[src/sv/smi_fifo.sv]
// smi_fifo: small word queue with combinational head read
// depends on nothing but its parameters; DEPTH is a power of two
`timescale 1ns / 1ps

module smi_fifo #(
    parameter int WIDTH = 8,
    parameter int DEPTH = 4
) (
    input  logic             clk,
    input  logic             rst_n,
    input  logic             push,
    input  logic [WIDTH-1:0] wdata,
    output logic             full,
    input  logic             pop,
    output logic [WIDTH-1:0] rdata,
    output logic             empty
);

    localparam int AW = $clog2(DEPTH);

    logic [WIDTH-1:0] mem [DEPTH];
    logic [AW-1:0]    wr_ptr_reg, wr_ptr_next;
    logic [AW-1:0]    rd_ptr_reg, rd_ptr_next;
    logic [AW:0]      cnt_reg, cnt_next;
    logic             do_push, do_pop;

    assign full    = (cnt_reg == (AW+1)'(DEPTH));
    assign empty   = (cnt_reg == '0);
    assign do_push = push & ~full;
    assign do_pop  = pop & ~empty;
    assign rdata   = mem[rd_ptr_reg];

    // pointer and count update
    always_comb
    begin
        wr_ptr_next = do_push ? wr_ptr_reg + 1'b1 : wr_ptr_reg;
        rd_ptr_next = do_pop ? rd_ptr_reg + 1'b1 : rd_ptr_reg;
        cnt_next    = cnt_reg;
        if (do_push && !do_pop)
        begin
            cnt_next = cnt_reg + 1'b1;
        end
        else if (do_pop && !do_push)
        begin
            cnt_next = cnt_reg - 1'b1;
        end
    end

    always_ff @(posedge clk or negedge rst_n)
    begin
        if (!rst_n)
        begin
            wr_ptr_reg <= '0;
            rd_ptr_reg <= '0;
            cnt_reg    <= '0;
        end
        else
        begin
            wr_ptr_reg <= wr_ptr_next;
            rd_ptr_reg <= rd_ptr_next;
            cnt_reg    <= cnt_next;
        end
    end

    // storage write
    always_ff @(posedge clk)
    begin
        if (do_push)
        begin
            mem[wr_ptr_reg] <= wdata;
        end
    end

endmodule

[config.mk]
export PLATFORM = sky130hd
export DESIGN_NAME = smi_fifo
export DESIGN_NICKNAME = d
export VERILOG_FILES = /design/src/sv/smi_fifo.sv
export SDC_FILE = /design/constraint.sdc
export NUM_CORES = 1
export LEC_CHECK = 0
export BUFFER_PORTS_ARGS = -buffer_cell sky130_fd_sc_hd__buf_4
export CORE_MARGIN = 2
export CORE_UTILIZATION = 30
export DETAILED_ROUTE_END_ITERATION = 10
export PLACE_DENSITY = 0.58
export SETUP_SLACK_MARGIN = 0.15
export SYNTH_ARGS = -nofsm -noshare
export SYNTH_HDL_FRONTEND = slang
export SYNTH_SLANG_ARGS = --single-unit
[constraint.sdc]
create_clock -name clk -period 2.25 [get_ports clk]
set_input_delay 0.45 -clock clk [delete_from_list [all_inputs] [get_ports clk]]
set_output_delay 0.45 -clock clk [all_outputs]
set_load 0.02 [all_outputs]
==> summary.md <==
| Metric | Value |
|---|---|
| Fin. Hold Viols | 0 |
| Met3 WL | 126 um |
| Share of post-route cells with drive strength above 1 | 47.7% |
| Pint | 1.79 mW |
| TritonCTS clock tree | done |
| Setup crit start kind | register |
| Total power | 2.62 mW |
| Wl on met1 | 1.10 mm |
| Synth Cell Area | 1590 sq um |
| Reg clk slew, reported paths | 0.07 ns |
| Yosys Warn Count | 0 |
| Mapped Avg Cell Area | 20.6 sq um |
| First-pass GRT wire length | 4.21 mm |
| Worst Path Required | 1.80 ns |
| Critical Path Sink Type | output port |
| Wire length per cell | 14.9 um |
| CTS Root Cell | clkbuf_8 |
| Period minus WS final | 1.99 ns |
| Peak supply drop | 0.457 mV |
| IO Pins | 22 |
| Worst Max-Slew Pin Slew | 0.443 ns |
| RSZ-0062 raised after global routing | no |
| Post-route ant nets | 0 |
| Worst skew pair latency | 0.28 ns |
| Critical path arrival | 1.54 ns |
| Ant diodes | 0 |
| Max FO, Critical Path | 8 |
| # rows | 26 |
| Die area | 5900 sq um |
| Initial drt markers | 27 |
| Routability congestion estimate | 0.685 |
| Area grow syn2layout | 25.0% |
| R2R Setup Slk | 0.28 ns |
| Hpwl dp | 1.87 mm |
| PwrDens | 1320 nW/um^2 |
| Clock skew | 0.00150 ns |
| Routed Wire Length | 2.66 mm |
| Initial Utilization | 31.1% |
| WL met2 | 1.39 mm |
| Num Clock Sinks | 39 |
| Via count | 756 |
| Status | finished clean |
| GRT Total Usage | 9.93% |
| Area contributors post-synth | edfxtp_1, mux4_2, dfrtp_1 |
| Syn Nets | 95 |
| Die X | 76.8 um |
| Total CTS buffers | 5 |
| Sequential share of the synthesized area | 71.5% |
| Worst slew margin | 70.4% |
| Uppermost layer routed | met4 |
| Hold Slack | 0.367 ns |
| Chip height | 76.8 um |
| Max_cap viols | 0 |
| Switching power | 0.829 mW |
| Count of cell types in the netlist | 20 |
| Most common cell after layout, fill and taps aside | edfxtp_1 |
| Leading area contributor after synthesis | edfxtp_1 |
| Largest register FFs | 32 |
| Clock power share | 19.2% |
| Port Buf Inserts | 21 |
| Vias in the first global route | 802 |
| Period utilization | 88.6% |
| Core Region | 5110 sq um |
| Flop pwr share | 43.1% |
| Fmax achieved | 0.502 GHz |
| Residual DRC count | 0 |
| Flop and latch count out of synthesis | 39 |
| Tightest Hold Check Type | input port to register |
| Setup_tns | 0 ns |
| Post-DR vias/cell | 4.22 |
| Initial DRT Pass Iterations | 4 |
| Cells after Synth | 77 |
| Final #Nets | 126 |
| Crit Path Category | register to output port |
| Sw frac | 31.7% |
| Slew Viols, Final | 0 |
| Top cell type's share of synthesized area | 60.5% |
| Initial antenna violation count | 0 |
| Maximum buffer depth of the clock tree | 2 |
| Global route overflow | 0 |
| H-tree Lvls | 2 |
| Final setup viols | 0 |
| Comb pwr share | 37.7% |
| Leak pwr | 0.735 nW |
| Largest net degree at the start of global routing | 12 |
| Most frequent cells in the layout | edfxtp_1, buf_4, mux4_2, clkbuf_8, dfrtp_1 |
metrics by stage:
step	std cells	cell area, sq um	setup WS (ns)	utilization, %
4_1_cts	176	1950	0.163	38.1
6_report	179	1990	0.256	38.9
3_3_place_gp	167	1830	0.353	35.9
2_1_floorplan	77	1590	0.155	-
3_5_place_dp	167	1830	0.169	35.9
5_1_grt	179	1990	0.146	38.9
cells in the mapped netlist:
cell      number
mux2_4         1
and2_2         4
nor3_1         1
inv_1          3
mux2_2         1
buf_2          1
clkbuf_1       1
mux4_2         8
dfrtp_1        7
nand2b_1       1
buf_6          1
xnor2_1        4
nand3b_1       1
ha_1           5
nor2b_2        1
nor3b_4        1
nor2_1         1
fa_1           1
xor2_1         2
edfxtp_1      32
critical path: stages (launching register included):
cell     delay (ns)
dfrtp_1        0.38
buf_6          0.18
mux4_2         0.52
buf_4          0.17
final cells by class:
type,instances,area [sq um]
Fill cell,497,3120
Sequential cell,39,1140
Multi-Input combinational cell,32,440
Timing Repair Buffer,27,209
Clock buffer,8,100
Tap cell,70,87.6
Inverter,3,11.3
per-layer routing:
metal | vias up | track usage (%)
li1 | 349 | -
met1 | 380 | 11.9
met2 | 23 | 15.7
met3 | 4 | 4.00
met4 | 0 | 4.36
met5 | - | 0
kinds of logic after synthesis:
family	synth area share, %
DFF	71.5
xor gates and xnor gates	3.31
muxes	13.0
buffers and inverters	1.97
and+or+nand+nor	5.04
adders and majority gates	5.20
power by group through the flow:
| stage | sequential (mW) | clock (mW) | combinational (mW) |
|---|---|---|---|
| 6_report | 1.13 | 0.501 | 0.986 |
| 5_1_grt | 1.15 | 0.546 | 1.08 |
| 4_1_cts | 1.13 | 0.518 | 0.963 |
| 3_5_place_dp | 1.14 | 0 | 0.955 |
| 3_3_place_gp | 1.12 | 0 | 0.927 |
| 2_1_floorplan | 1.07 | 0 | 0.689 |
timing repair:
| item | 4_1_cts | 5_1_grt |
|---|---|---|
| endpoints found under the hold margin | 7 | 0 |
| setup endpoints to repair | 4 | 7 |
| buffers inserted | 0 | 3 |
| pin swaps | 0 | 1 |
| gates resized for setup | 1 | 3 |
| hold buffers | 1 | 0 |
path summary, 6_finish.rpt:
kind                                       to          start  cells after the start
worst max-delay path                 rdata[7]  rd_ptr_reg[0]                      3
worst min-delay path                mem[1][7]       wdata[7]                      1
worst max register to register     cnt_reg[2]     cnt_reg[2]                      8
worst min register to register     cnt_reg[2]     cnt_reg[2]                      1
max in group asynchronous          cnt_reg[1]          rst_n                      2
min in group asynchronous       rd_ptr_reg[0]          rst_n                      2
No activity file was read; power rests on OpenSTA's default activity.
